==> config.mk <==
export PLATFORM = sky130hd
export DESIGN_NAME = bmg_front
export DESIGN_NICKNAME = d
export VERILOG_FILES = /design/src/bmg_pkg.sv /design/src/bmg_front.sv
export SDC_FILE = /design/constraint.sdc
export NUM_CORES = 1
export LEC_CHECK = 0
export ABC_AREA = 1
export BUFFER_PORTS_ARGS = -buffer_cell sky130_fd_sc_hd__buf_2
export CAP_MARGIN = 0
export CORE_MARGIN = 2
export CORE_UTILIZATION = 32
export DETAILED_ROUTE_END_ITERATION = 16
export PLACE_DENSITY = 0.81
export SLEW_MARGIN = 20
export SYNTH_ARGS = -nofsm -noshare
export SYNTH_HDL_FRONTEND = slang
export SYNTH_SLANG_ARGS = --single-unit
==> constraint.sdc <==
create_clock -name vclk -period 2.3
set_input_delay 0.345 -clock vclk [all_inputs]
set_output_delay 0.345 -clock vclk [all_outputs]
set_load 0.02 [all_outputs]
==> src/bmg_pkg.sv <==
`timescale 1ns / 1ps

package bmg_pkg;

   // Default store geometry
   localparam int MAIN_BYTES_DEFAULT   = 65536;
   localparam int SHADOW_BYTES_DEFAULT = 20;

   // Access codes on req_func
   localparam logic [1:0] FUNC_READ_LO = 2'd0;
   localparam logic [1:0] FUNC_READ_HI = 2'd1;
   localparam logic [1:0] FUNC_WRITE   = 2'd2;
   localparam logic [1:0] FUNC_NONE    = 2'd3;

   // GPIO window addresses
   localparam logic [31:0] WIN_PINS_LOW  = 32'h2020_0000;
   localparam logic [31:0] WIN_PINS_MID  = 32'h2020_0004;
   localparam logic [31:0] WIN_PINS_HIGH = 32'h2020_0008;
   localparam logic [31:0] WIN_CLEAR     = 32'h2020_0028;
   localparam logic [31:0] WIN_SET       = 32'h2020_001c;

   // Shadow area offsets past main memory
   localparam logic [31:0] SHADOW_PINS_LOW  = 32'h0000_0000;
   localparam logic [31:0] SHADOW_PINS_MID  = 32'h0000_0004;
   localparam logic [31:0] SHADOW_PINS_HIGH = 32'h0000_0008;
   localparam logic [31:0] SHADOW_CLEAR     = 32'h0000_000c;
   localparam logic [31:0] SHADOW_SET       = 32'h0000_0010;

   // Region codes on rsp_gpio_region
   localparam logic [2:0] REGION_NONE      = 3'd0;
   localparam logic [2:0] REGION_PINS_LOW  = 3'd1;
   localparam logic [2:0] REGION_PINS_MID  = 3'd2;
   localparam logic [2:0] REGION_PINS_HIGH = 3'd3;
   localparam logic [2:0] REGION_CLEAR     = 3'd4;
   localparam logic [2:0] REGION_SET       = 3'd5;

   // What the back end does with a queued access
   typedef enum logic [2:0] {
      OP_NONE,
      OP_READ_LO,
      OP_READ_HI,
      OP_WRITE,
      OP_ADDR
   } op_type;

   // One classified access
   typedef struct packed {
      op_type      op;
      logic [31:0] base;
      logic [31:0] data;
      logic        oob;
      logic [2:0]  region;
   } entry_type;

   // Queue head as seen by the back end
   typedef struct packed {
      logic      valid;
      entry_type entry;
   } head_type;

endpackage

==> src/bmg_front.sv <==
`timescale 1ns / 1ps

module bmg_front #(
   parameter int MAIN_BYTES = bmg_pkg::MAIN_BYTES_DEFAULT
) (
   input  logic                reset,
   input  logic                req_valid,
   output logic                req_ready,
   input  logic [1:0]          req_func,
   input  logic [31:0]         req_address,
   input  logic [31:0]         req_write_data,
   input  logic                queue_full,
   input  logic                clear_busy,
   output logic                push,
   output bmg_pkg::entry_type  push_entry
);
   import bmg_pkg::*;

   logic        in_win;
   logic [2:0]  win_region;
   logic [31:0] win_base;

   // Take a beat only when the queue has room and the store is cleared
   assign req_ready = !queue_full && !clear_busy && !reset;
   assign push      = req_valid && req_ready;

   // Decode the GPIO window
   always_comb begin
      in_win = ((req_address >= WIN_PINS_LOW) && (req_address <= WIN_PINS_HIGH))
               || (req_address == WIN_CLEAR) || (req_address == WIN_SET);
      case (req_address)
         WIN_PINS_LOW: begin
            win_region = REGION_PINS_LOW;
            win_base   = 32'(MAIN_BYTES) + SHADOW_PINS_LOW;
         end
         WIN_PINS_MID: begin
            win_region = REGION_PINS_MID;
            win_base   = 32'(MAIN_BYTES) + SHADOW_PINS_MID;
         end
         WIN_PINS_HIGH: begin
            win_region = REGION_PINS_HIGH;
            win_base   = 32'(MAIN_BYTES) + SHADOW_PINS_HIGH;
         end
         WIN_CLEAR: begin
            win_region = REGION_CLEAR;
            win_base   = 32'(MAIN_BYTES) + SHADOW_CLEAR;
         end
         WIN_SET: begin
            win_region = REGION_SET;
            win_base   = 32'(MAIN_BYTES) + SHADOW_SET;
         end
         default: begin
            // unlisted window address lands on store byte 0
            win_region = REGION_NONE;
            win_base   = '0;
         end
      endcase
   end

   // Classify the access for the back end
   always_comb begin
      push_entry.op     = OP_NONE;
      push_entry.base   = in_win ? win_base : req_address;
      push_entry.data   = req_write_data;
      push_entry.oob    = 1'b0;
      push_entry.region = REGION_NONE;
      if (req_func != FUNC_NONE) begin
         push_entry.region = in_win ? win_region : REGION_NONE;
         if (!in_win && (req_address >= 32'(MAIN_BYTES))) begin
            push_entry.oob = 1'b1;
         end else begin
            case (req_func)
               FUNC_READ_LO: begin
                  if (in_win) begin
                     push_entry.op   = OP_ADDR;
                     push_entry.data = req_address;
                  end else begin
                     push_entry.op = OP_READ_LO;
                  end
               end
               FUNC_READ_HI: push_entry.op = OP_READ_HI;
               FUNC_WRITE:   push_entry.op = OP_WRITE;
               default:      push_entry.op = OP_NONE;
            endcase
         end
      end
   end

endmodule

==> impl_metrics.yaml <==
synth:
  syn_avg_cell_area_um2: 4.46
  syn-num-nets: 297
  syn_inst: 225
  synth-simple-area-share_pct: 61.2
  synth_top_family_by_area: "simple AND/OR/NAND/NOR gates"
  synth.distinct_cells: 22
  synthTopCellsByArea: "nand2_1 24%, inv_1 19%, nor2_1 12%"
  synth_compound_area_share_pct: 2.49
  synth_top_cell_by_area: "nand2_1"
  ys_seq_area_share_pct: 0
  muxShareOfSynthArea_pct: 0
  ys_warn_count: 0
  synth_xor_area_share_pct: 0
  synth_top_area_share_pct: 23.6
  yosys.area_share.adder_pct: 2.49
  syn-cell-area_um2: 1000
global_route:
  grt_usage_pct: 17.5
  overflow: 0
  antenna_found_initial: 0
  grt_start_max_net_pins: 18
  grt_pass1_wl_um: 5150
  grt_pass1_vias: 1329
detailed_routing:
  wl_per_cell_um: 10.3
  num_vias: 1734
  via_per_inst: 4.38
  ant_nets: 0
  drc: 0
  drt_iter0_markers: 32
  dr.pass1.iters: 4
  wirelength_um: 4090
place:
  hpwl_um: 3080
  dp_slack_ps: -91.7
  place_inst: 387
  gp_congestion: 0.812
  port_buffers: 143
cells_and_area:
  area_growth_pct: 98.5
  seq_cell_count: 0
  instances_no_fill: 396
  layout.cells.most_common: "buf_2"
  nClkBuffers: 0
  seq_area_um2: 0
  final_cell_mix: "129 x buf_2, 50 x nand2_1, 46 x inv_1, 22 x nor2_1, 14 x nand2_2"
  nets: 426
  antenna_cells: 0
  final_layout_size_suffix_gt1_share_pct: 56.5
hold_path:
  hold_class: "in2out"
  worstHoldPathCells: 2
worst_setup_path:
  start_kind: "input port"
  end_kind: "primary output"
  cp_max_fo: 8
  cp_data_required_time_ps: 1960
  path_class: "in2out"
  worst-endpoint-arrival_ps: 1910
floorplanning:
  die_x_um: 60
  core_um2: 3030
  fp.dieArea_um2: 3600
  initial_utilization_pct: 33.1
  fp.dieH_um: 60
  io_pins: 143
  rows: 20
sta:
  relSlewSlack_pct: 56.1
  final-setup-viol-count: 0
  fin_ws_ps: 43.6
  fin_crit_ps: 2260
  fmax_mhz: 443
  slew_violations: 0
  rsz0062_at_grt: "true"
  timing.final.crit_share_pct: 98.1
  tightest_slew_ps: 658
  hold_viol: 0
power:
  power.density_nw_per_um2: 190
  cellLeakagePower_uw: 0.00127
  vdd_drop_max_mv: 0.0956
clock_network:
  cts_hold_buffers: 0
job:
  maxCapViolations: 0
run_status:
  status: "finished, final reports clean"
-- final timing paths --
path | startpoint | to
worst max-delay path | req_address[22] | push_entry[4]
worst min-delay path | req_address[17] | push_entry[53]
-- final cells by class --
type	count	area, µm²
well taps	44	55.1
multi-input cells	147	853
repair buffers	151	881
fillers	288	1040
inverters	54	203
-- routing by layer --
metal | global-route usage (%) | vias up | wire [µm]
li1 | - | 903 | -
met5 | 0 | - | 0
met4 | 0 | 0 | 0
met3 | 0.433 | 0 | 304
met1 | 18.0 | 748 | 1520
met2 | 39.4 | 83 | 2270
-- repair_timing --
| action | 4_1_cts | 5_1_grt |
|---|---|---|
| cloned | 1 | 5 |
| pin swaps | 1 | 16 |
| resized for setup | 3 | 63 |
| buffers inserted | 1 | 2 |
| setup endpoints to repair | 34 | 39 |
-- metrics by stage --
step	setup TNS, ps	hold slack, ps	total power, µW	util, %	instance area, µm²
4_1_cts	0	924	331	56.1	1700
3_5_place_dp	-2320	922	324	55.1	1670
6_report	0	913	379	65.8	1990
5_1_grt	-1310	920	414	65.8	1990
3_3_place_gp	-670	922	322	55.1	1670
2_1_floorplan	0	774	189	-	1000
-- cell usage after synthesis, drive strengths merged --
cell,instances
o21ai,2
nor2,38
ha,2
and2,2
buf,5
a21oi,3
clkinv,1
nand2,66
inv,53
nand3b,3
nor3,9
clkbuf,24
nand4,7
nand3,10
-- worst max-delay path, stage by stage --
cell and delay [ps]:
buf_2 130, nor2_4 120, nand2_2 70, nor2_4 100, nand2_1 70, nor2_2 160, nand2_1 120, nor2_4 150
nor2_4 80, nand2_4 120, nand3_4 140, nand2_1 110, nand2_1 50, buf_4 150
-- kinds of logic (layout without fill, tap and decap cells) --
kind of cell    count (synthesis)  count (layout)
fa+ha+maj                       2               2
simple gates                  135             140
buf+inv                        83             205
compound gates                  5               5
-- power breakdown --
| group | switching, µW | internal, µW |
|---|---|---|
| Combinational | 225 | 154 |
| Clock | 0 | 0 |
| Sequential | 0 | 0 |
Note: power is estimated with default switching activity, not from simulation.
