**config.mk**
```make
export PLATFORM = sky130hd
export DESIGN_NAME = bmg_queue
export DESIGN_NICKNAME = d
export VERILOG_FILES = /design/src/bmg_pkg.sv /design/src/bmg_queue.sv
export SDC_FILE = /design/constraint.sdc
export NUM_CORES = 1
export LEC_CHECK = 0
export ABC_AREA = 1
export BUFFER_PORTS_ARGS = -buffer_cell sky130_fd_sc_hd__buf_2
export CELL_PAD_IN_SITES_DETAIL_PLACEMENT = 1
export CELL_PAD_IN_SITES_GLOBAL_PLACEMENT = 2
export CORE_MARGIN = 2
export CORE_UTILIZATION = 35
export CTS_CLUSTER_DIAMETER = 120
export DETAILED_ROUTE_END_ITERATION = 16
export HOLD_SLACK_MARGIN = 0.02
export PLACE_DENSITY = 0.85
export SLEW_MARGIN = 20
export SYNTH_ARGS = -nofsm -noshare
export SYNTH_HDL_FRONTEND = slang
export SYNTH_SLANG_ARGS = --single-unit
```
**constraint.sdc**
```tcl
create_clock -name clock -period 4.11 [get_ports clock]
set_input_delay 0.822 -clock clock [delete_from_list [all_inputs] [get_ports clock]]
set_output_delay 0.822 -clock clock [all_outputs]
set_load 0.005 [all_outputs]
```
**src/bmg_pkg.sv**
```systemverilog
`timescale 1ns / 1ps

package bmg_pkg;

   // Default store geometry
   localparam int MAIN_BYTES_DEFAULT   = 65536;
   localparam int SHADOW_BYTES_DEFAULT = 20;

   // Access codes on req_func
   localparam logic [1:0] FUNC_READ_LO = 2'd0;
   localparam logic [1:0] FUNC_READ_HI = 2'd1;
   localparam logic [1:0] FUNC_WRITE   = 2'd2;
   localparam logic [1:0] FUNC_NONE    = 2'd3;

   // GPIO window addresses
   localparam logic [31:0] WIN_PINS_LOW  = 32'h2020_0000;
   localparam logic [31:0] WIN_PINS_MID  = 32'h2020_0004;
   localparam logic [31:0] WIN_PINS_HIGH = 32'h2020_0008;
   localparam logic [31:0] WIN_CLEAR     = 32'h2020_0028;
   localparam logic [31:0] WIN_SET       = 32'h2020_001c;

   // Shadow area offsets past main memory
   localparam logic [31:0] SHADOW_PINS_LOW  = 32'h0000_0000;
   localparam logic [31:0] SHADOW_PINS_MID  = 32'h0000_0004;
   localparam logic [31:0] SHADOW_PINS_HIGH = 32'h0000_0008;
   localparam logic [31:0] SHADOW_CLEAR     = 32'h0000_000c;
   localparam logic [31:0] SHADOW_SET       = 32'h0000_0010;

   // Region codes on rsp_gpio_region
   localparam logic [2:0] REGION_NONE      = 3'd0;
   localparam logic [2:0] REGION_PINS_LOW  = 3'd1;
   localparam logic [2:0] REGION_PINS_MID  = 3'd2;
   localparam logic [2:0] REGION_PINS_HIGH = 3'd3;
   localparam logic [2:0] REGION_CLEAR     = 3'd4;
   localparam logic [2:0] REGION_SET       = 3'd5;

   // What the back end does with a queued access
   typedef enum logic [2:0] {
      OP_NONE,
      OP_READ_LO,
      OP_READ_HI,
      OP_WRITE,
      OP_ADDR
   } op_type;

   // One classified access
   typedef struct packed {
      op_type      op;
      logic [31:0] base;
      logic [31:0] data;
      logic        oob;
      logic [2:0]  region;
   } entry_type;

   // Queue head as seen by the back end
   typedef struct packed {
      logic      valid;
      entry_type entry;
   } head_type;

endpackage

```
**src/bmg_queue.sv**
```systemverilog
`timescale 1ns / 1ps

module bmg_queue (
   input  logic               clock,
   input  logic               reset,
   input  logic               push,
   input  bmg_pkg::entry_type push_entry,
   output logic               queue_full,
   input  logic               pop,
   output bmg_pkg::head_type  head
);
   import bmg_pkg::*;

   entry_type  slots_ff [2];
   logic       wr_ptr_ff, wr_ptr_in;
   logic       rd_ptr_ff, rd_ptr_in;
   logic [1:0] count_ff, count_in;

   assign queue_full  = (count_ff == 2'd2);
   assign head.valid  = (count_ff != 2'd0);
   assign head.entry  = slots_ff[rd_ptr_ff];

   // Advance pointers and fill count
   always_comb begin
      wr_ptr_in = push ? !wr_ptr_ff : wr_ptr_ff;
      rd_ptr_in = pop ? !rd_ptr_ff : rd_ptr_ff;
      count_in  = count_ff + 2'(push) - 2'(pop);
   end

   always_ff @(posedge clock) begin
      if (reset) begin
         wr_ptr_ff <= 1'b0;
         rd_ptr_ff <= 1'b0;
         count_ff  <= 2'd0;
      end else begin
         wr_ptr_ff <= wr_ptr_in;
         rd_ptr_ff <= rd_ptr_in;
         count_ff  <= count_in;
      end
   end

   // Hold payload in the slots
   always_ff @(posedge clock) begin
      if (push) begin
         slots_ff[wr_ptr_ff] <= push_entry;
      end
   end

endmodule

```
==> flow_metrics.tcl, run 1 <==
set metrics [dict create \
    synth-compound-area-share_pct 0.0878 \
    synth_area_leaders "edfxtp_1 75%, mux2_4 18%, buf_12 2.5%, dfxtp_1 1.8%, inv_1 0.53%" \
    hold_depth 2 \
    antenna_found_initial 0 \
    worst_path_maximum_fanout 36 \
    post_synth_num_cell_types 14 \
    areaGrowthSynthToFinish_pct 26.8 \
    hold-worst-slack_ns 0.520 \
    cells_traversed_along_the_worst_timing_path "buf_12, mux2_2, buf_2" \
    inserted_clock_buffers 17 \
    synth_instances 252 \
    power_switching_uw 746 \
    pwr_per_cell_area_nw_per_um2 510 \
    layout_min_cycle_time_ns 2.91 \
    dieWidth_um 132 \
    setup_crit_start_kind "register" \
    maxSlewHeadroom_pct 48.6 \
    critical_path_class "register to output port" \
    cpPeakStageDelay_ns 0.79 \
    grt_first_pass_wirelength_mm 17.1 \
    final.period_utilization_pct 70.8 \
    clock.fmax_mhz 344 \
    fp.dieArea_um2 17300 \
    initial_core_utilization_pct 35.9 \
    floorplan.die.height_um 132 \
    clk_pin_slew_worst_paths_ns 0.06 \
    grt_max_degree 58 \
    mostFrequentLayoutCell "buf_2" \
    synthesis.area_per_instance_um2 22.6 \
    clk_root_buffer_cell "clkbuf_16" \
    routed_wl_mm 10.8 \
    max-vdd-ir-drop_uv 257 \
    total_power_uw 3690 \
    final_nets 492 \
    final_design_area_no_fill_um2 7230 \
    comb_power_share_pct 9.7 \
    cap_violations 0 \
    fin_skew_ns 0.00758 \
    drt-wirelength-per-cell_um 16.8 \
    synth_area_leader_cell "edfxtp_1" \
    clock-sinks 147 \
    internal_power_uw 2940 \
    ys_warn_count 0 \
    cts-resized-gates 0 \
    clock_insertion_delay_worst_skew_ns 0.41 \
    synth-adder-area-share_pct 0.439 \
    synthMuxAreaShare_pct 18.6 \
    power.switching_fraction_pct 20.2 \
    finalWeightedCongestion 0.673 \
    clock_tree_from_tritoncts "built" \
    synth.yosys.seq_area_share_pct 76.5 \
    route.vias.total 2764 \
    num-fill-cells 1592 \
    layout_common_cells "147 x buf_2, 142 x edfxtp_1, 70 x mux2_4, 17 x clkbuf_16, 7 x inv_1" \
    grt_setup_unrepaired "false" \
    insertedDiodeCount 0 \
    cts.repair_timing.setup_buffer_count 0 \
    final.setup.tns_ns 0 \
    mappedNetlistNets 329 \
    outcome "completed" \
    io_pins 148 \
    cts-htree-levels 4 \
    post_synth_and_or_nand_nor_area_fraction_pct 0.966 \
    timing_hold_violations_final 0 \
    drive_above_1_share_pct 58.6 \
    detail_route.iter0.violations 80 \
    viasPerCell 4.29 \
    track_usage_pct 13.1 \
    p_seq_share_pct 48.2 \
    yosys_register_bits 147 \
    reg2regPathDepth 3 \
    synth_top_cell_area_share_pct 74.8 \
    critical-path-slowest-cell "dfxtp_4" \
    fin_cells 644 \
    cellLeakagePower_uw 0.00289 \
    drtAntennaViolNets 0 \
    critical_path_arrival_ns 2.09 \
    p_clk_share_pct 42.2 \
    netlist_area_before_placement_um2 5700 \
    clock_path_buffers 2 \
    overflow 0 \
    first_global_vias 3211 \
    dominant_combinational_cell_family_by_area_after_synthesis "multiplexers" \
    drt_pre_antenna_iters 4 \
    report.final.slew_viol_count 0 \
    core_area_um2 15900 \
    residual_drc_count 0 \
    post_dp_area_um2 6630 \
    finalSetupViolations 0 \
    cp-end-kind "output port" \
    required_ns 3.29 \
    dpl.hpwl_mm 7.48 \
    place.detailed.instances 612 \
    min-delay-path-class "register to register" \
    numPortBuffers 147 \
    tightestPinTransition_ns 0.771 \
    fraction_of_synthesized_cell_area_in_xor_and_xnor_cells_pct 0.154 \
    std_cell_rows 46 \
    cts_hold_buf 0 \
]
[worst paths after layout]
check,start,endpoint,slack (ns)
worst min register to register,rd_ptr_ff,register,0.52
worst min-delay path,rd_ptr_ff,register,0.52
worst max register to register,wr_ptr_ff,slots_ff[1][56],2.42
worst max-delay path,register,head[70],1.20
[kinds of logic (layout without fill, tap and decap cells)]
| logic type | count (synthesis) | count (layout) |
|---|---|---|
| mux | 71 | 71 |
| xor+xnor | 1 | 1 |
| flops | 147 | 147 |
| buf+inv | 16 | 192 |
| fa+ha+maj | 2 | 2 |
| compound gates | 1 | 1 |
| simple gates | 14 | 14 |
[routing by layer]
metal / track usage (%) / vias up / part of all wire (%)
li1: - / 1300 / -
met1: 13.9 / 1371 / 39
met2: 23.5 / 83 / 54
met3: 5.17 / 10 / 6.1
met4: 4.53 / 0 / 1.1
met5: 0 / - / 0
[flip-flops by register name, indices dropped and copies added (netlist names), named ones only]
signal,cells
rd_ptr_ff,1
wr_ptr_ff,1
slots_ff,142
count_ff,2
[power groups by stage]
stage	clock, uW	sequential [uW]	combinational [uW]
floorplan	0	1780	246
global placement	0	1800	355
detailed placement	0	1810	367
CTS	1600	1780	368
global route	1660	1790	390
finish	1560	1780	356
[per-stage QoR]
step	setup slack (ns)	utilization (%)
floorplan	1.00	-
global placement	1.49	41.7
detailed placement	1.40	41.7
CTS	1.11	45.5
global route	1.07	45.5
finish	1.20	45.5
[final cells by class]
cell class | count | area (um^2) | area share (%)
Multi-Input combinational cell | 89 | 1160 | 16.1
Timing Repair Buffer | 152 | 798 | 11.0
Tap cell | 216 | 270 | 3.74
Clock buffer | 19 | 433 | 5.99
Clock inverter | 13 | 165 | 2.28
Inverter | 8 | 32.5 | 0.450
Sequential cell | 147 | 4370 | 60.4
[worst max-delay path, delay by kind of cell (launching register included)]
family / cells / cell delay, ns
DFF: 1 / 0.79
muxes: 1 / 0.37
buffers and inverters: 2 / 0.48
[Yosys cell counts]
cell type and n:
dfxtp_1 5, buf_12 7, nand2_1 5, ha_1 2
edfxtp_1 142, mux2_2 1, a21oi_1 1, inv_1 8
buf_6 1, nor3_1 1, xnor2_1 1, nor2_1 7
nand3_1 1, mux2_4 70
Power figures use the tool's default switching activity.
==> run 2, diff against run 1 <==
--- a/config.mk
+++ b/config.mk
@@ -5,16 +5,16 @@
 export SDC_FILE = /design/constraint.sdc
 export NUM_CORES = 1
 export LEC_CHECK = 0
-export ABC_AREA = 1
+export ABC_AREA = 0
 export BUFFER_PORTS_ARGS = -buffer_cell sky130_fd_sc_hd__buf_2
 export CELL_PAD_IN_SITES_DETAIL_PLACEMENT = 1
 export CELL_PAD_IN_SITES_GLOBAL_PLACEMENT = 2
 export CORE_MARGIN = 2
-export CORE_UTILIZATION = 35
+export CORE_UTILIZATION = 39
 export CTS_CLUSTER_DIAMETER = 120
 export DETAILED_ROUTE_END_ITERATION = 16
 export HOLD_SLACK_MARGIN = 0.02
-export PLACE_DENSITY = 0.85
+export PLACE_DENSITY = 0.89
 export SLEW_MARGIN = 20
 export SYNTH_ARGS = -nofsm -noshare
 export SYNTH_HDL_FRONTEND = slang
==> constraint.sdc (replaced) <==
create_clock -name clock -period 2.92 [get_ports clock]
set_input_delay 0.584 -clock clock [delete_from_list [all_inputs] [get_ports clock]]
set_output_delay 0.584 -clock clock [all_outputs]
set_load 0.005 [all_outputs]
==> run 2 against run 1 <==
  * Synthesized area about the same
  * Worst hold slack lost 0.17 ns
  * First-iteration DRC count up 85%
  * Count of clock-buffer cells in the layout up 4
  * Synthesized cell count fell by 4.0%
  * Core utilization is 4.7 points higher
  * Die area down 10%
  * Combinational power increased by 56%
  * Via count fell by 0.65%
  * Critical endpoint is now head[59]
  * Largest power group unchanged
  * Highest routed layer unchanged
==> flow_metrics.tcl, run 2 <==
set metrics [dict create \
    std_cell_rows 44 \
    clock_insertion_delay_worst_skew_ns 0.41 \
    tightestPinTransition_ns 0.652 \
    setup_crit_start_kind "register" \
    yosys_register_bits 147 \
    drt_pre_antenna_iters 4 \
    yosys-top-cells-count "142 x edfxtp_1, 70 x mux2_4, 7 x buf_12, 5 x dfxtp_1, 4 x nor2_1" \
    drive_above_1_share_pct 61.4 \
    num-fill-cells 1367 \
    fin_skew_ns 0.00594 \
    max-vdd-ir-drop_uv 392 \
    synth_area_leader_cell "edfxtp_1" \
    finalSetupViolations 0 \
    power_switching_uw 1090 \
    total_power_uw 5460 \
    floorplan.die.height_um 125 \
    cpPeakStageDelay_ns 0.49 \
    cellLeakagePower_uw 0.00291 \
    synth_enable_flop_cells 142 \
    synth_instances 242 \
    core_area_um2 14400 \
    synth-main-ff-cell "edfxtp_1" \
    mostFrequentLayoutCell "buf_2" \
    report.final.slew_viol_count 0 \
    grt_max_degree 47 \
    comb_power_share_pct 10.2 \
    clock_tree_from_tritoncts "built" \
    cts-htree-levels 4 \
    clock_path_buffers 2 \
    synth_top_cell_area_share_pct 74.9 \
    netlist_area_before_placement_um2 5700 \
    grt_setup_unrepaired "false" \
    cts_hold_buf 0 \
    route.vias.total 2746 \
    synthesis.area_per_instance_um2 23.5 \
    proportion_of_register_bits_with_asynchronous_set_or_reset_after_synthesis_pct 0 \
    viasPerCell 4.55 \
    synth.yosys.seq_area_share_pct 76.6 \
    ys_warn_count 0 \
    worst_path_maximum_fanout 20 \
    cells_traversed_along_the_worst_timing_path "buf_4, mux2_4, buf_2" \
    final.period_utilization_pct 81.3 \
    internal_power_uw 4370 \
    routed_wl_mm 10.9 \
    dieWidth_um 125 \
    layout_common_cells "147 x buf_2, 142 x edfxtp_1, 70 x mux2_4, 17 x clkbuf_16, 6 x buf_4" \
    final.setup.tns_ns 0 \
    dp_worst_setup_slack_ns 0.940 \
    first_global_vias 3063 \
    grt_first_pass_wirelength_mm 16.9 \
    critical-path-slowest-cell "dfxtp_4" \
    p_seq_share_pct 46.1 \
    power.switching_fraction_pct 20.0 \
    layout_min_cycle_time_ns 2.38 \
    outcome "completed" \
    regMostFlops "slots_ff" \
    pwr_per_cell_area_nw_per_um2 754 \
    io_pins 148 \
    dpl.hpwl_mm 7.34 \
    residual_drc_count 0 \
    cap_violations 0 \
    detail_route.iter0.violations 148 \
    synth_area_leaders "edfxtp_1 75%, mux2_4 18%, buf_12 2.5%, dfxtp_1 1.8%, ha_1 0.44%" \
    cts.repair_timing.setup_buffer_count 0 \
    inserted_clock_buffers 17 \
    clock-sinks 147 \
    clk_root_buffer_cell "clkbuf_16" \
    insertedDiodeCount 0 \
    drt-wirelength-per-cell_um 18.0 \
    drtAntennaViolNets 0 \
    required_ns 2.34 \
    track_usage_pct 14.5 \
    areaGrowthSynthToFinish_pct 27.2 \
    critical_path_arrival_ns 1.79 \
    final_core_utilization_pct 50.2 \
    initial_core_utilization_pct 39.5 \
    mappedNetlistNets 319 \
    final_nets 484 \
    clock.fmax_mhz 421 \
    p_clk_share_pct 43.7 \
    finalWeightedCongestion 0.675 \
    numPortBuffers 147 \
    final.setup.worst_slack_ns 0.545 \
    number_of_flip_flops_in_the_largest_register 142 \
    critical_path_class "register to output port" \
    maxSlewHeadroom_pct 56.6 \
    cp-end-kind "output port" \
    yosysMostFrequentCell "edfxtp_1" \
    timing_hold_violations_final 0 \
    min-delay-path-class "input port to register" \
    clk_pin_slew_worst_paths_ns 0.06 \
    antenna_found_initial 0 \
    hold-worst-slack_ns 0.354 \
    fp.dieArea_um2 15600 \
    cts-resized-gates 0 \
    post_synth_num_cell_types 14 \
    largestRegisters "slots_ff (142), count_ff (2)" \
    overflow 0 \
]
-- run 2: cell count changes after synthesis, sizes merged, moves of 3 or more --
| cell | before | now |
|---|---|---|
| nand2 | 5 | 0 |
| nor2b | 0 | 3 |
| nor2 | 7 | 4 |
| inv | 8 | 2 |
-- run 2: worst paths after layout --
| kind | from | endpoint | slack, ns | depth (start not counted) |
|---|---|---|---|---|
| worst max register to register | wr_ptr_ff | slots_ff[1][65] | 1.26 | 2 |
| worst max-delay path | register | head[59] | 0.54 | 3 |
| worst min register to register | rd_ptr_ff | rd_ptr_ff | 0.59 | 2 |
| worst min-delay path | push_entry[24] | slots_ff[1][24] | 0.35 | 1 |
-- run 2: cells by family after synthesis --
kind of cell  Yosys count  share of synthesized area, %
fa+ha+maj               2                         0.439
simple gates            9                         0.813
mux                    71                          18.6
buf+inv                10                          2.79
xor+xnor                3                         0.703
flops                 147                          76.6
-- run 2: layout make-up --
| type | instances | area, um^2 | share of cell area (%) |
|---|---|---|---|
| Sequential cell | 147 | 4370 | 60.3 |
| Multi-Input combinational cell | 85 | 1180 | 16.3 |
| Timing Repair Buffer | 154 | 801 | 11.1 |
| Clock buffer | 23 | 478 | 6.60 |
| Tap cell | 184 | 230 | 3.18 |
| Clock inverter | 9 | 176 | 2.44 |
| Inverter | 2 | 7.51 | 0.104 |
-- run 2: power by group through the flow --
stage | combinational, uW | clock [uW] | sequential (uW)
after floorplan | 372 | 0 | 2540
after global placement | 549 | 0 | 2550
after detailed placement | 567 | 0 | 2560
after CTS | 572 | 2440 | 2520
after global routing | 606 | 2520 | 2530
final | 557 | 2390 | 2510
-- run 2: per-stage QoR --
| stage | cells | instance area (um^2) |
|---|---|---|
| 2_1_floorplan | 242 | 5700 |
| 3_3_place_gp | 572 | 6590 |
| 3_5_place_dp | 572 | 6590 |
| 4_1_cts | 604 | 7240 |
| 5_1_grt | 604 | 7240 |
| 6_report | 604 | 7240 |
-- run 2: critical path, delay by kind of cell (launching register included) --
kind / cells / cell delay [ns]
multiplexers: 1 / 0.34
flip-flops: 1 / 0.49
buffers and inverters: 2 / 0.53
-- run 2: metal layers --
layer / GRT usage [%] / vias to the layer above / wire, um
met5: 0 / - / 0
li1: - / 1281 / -
met4: 5.95 / 0 / 156
met2: 25.0 / 93 / 5660
met3: 5.15 / 14 / 637
met1: 16.5 / 1358 / 4420
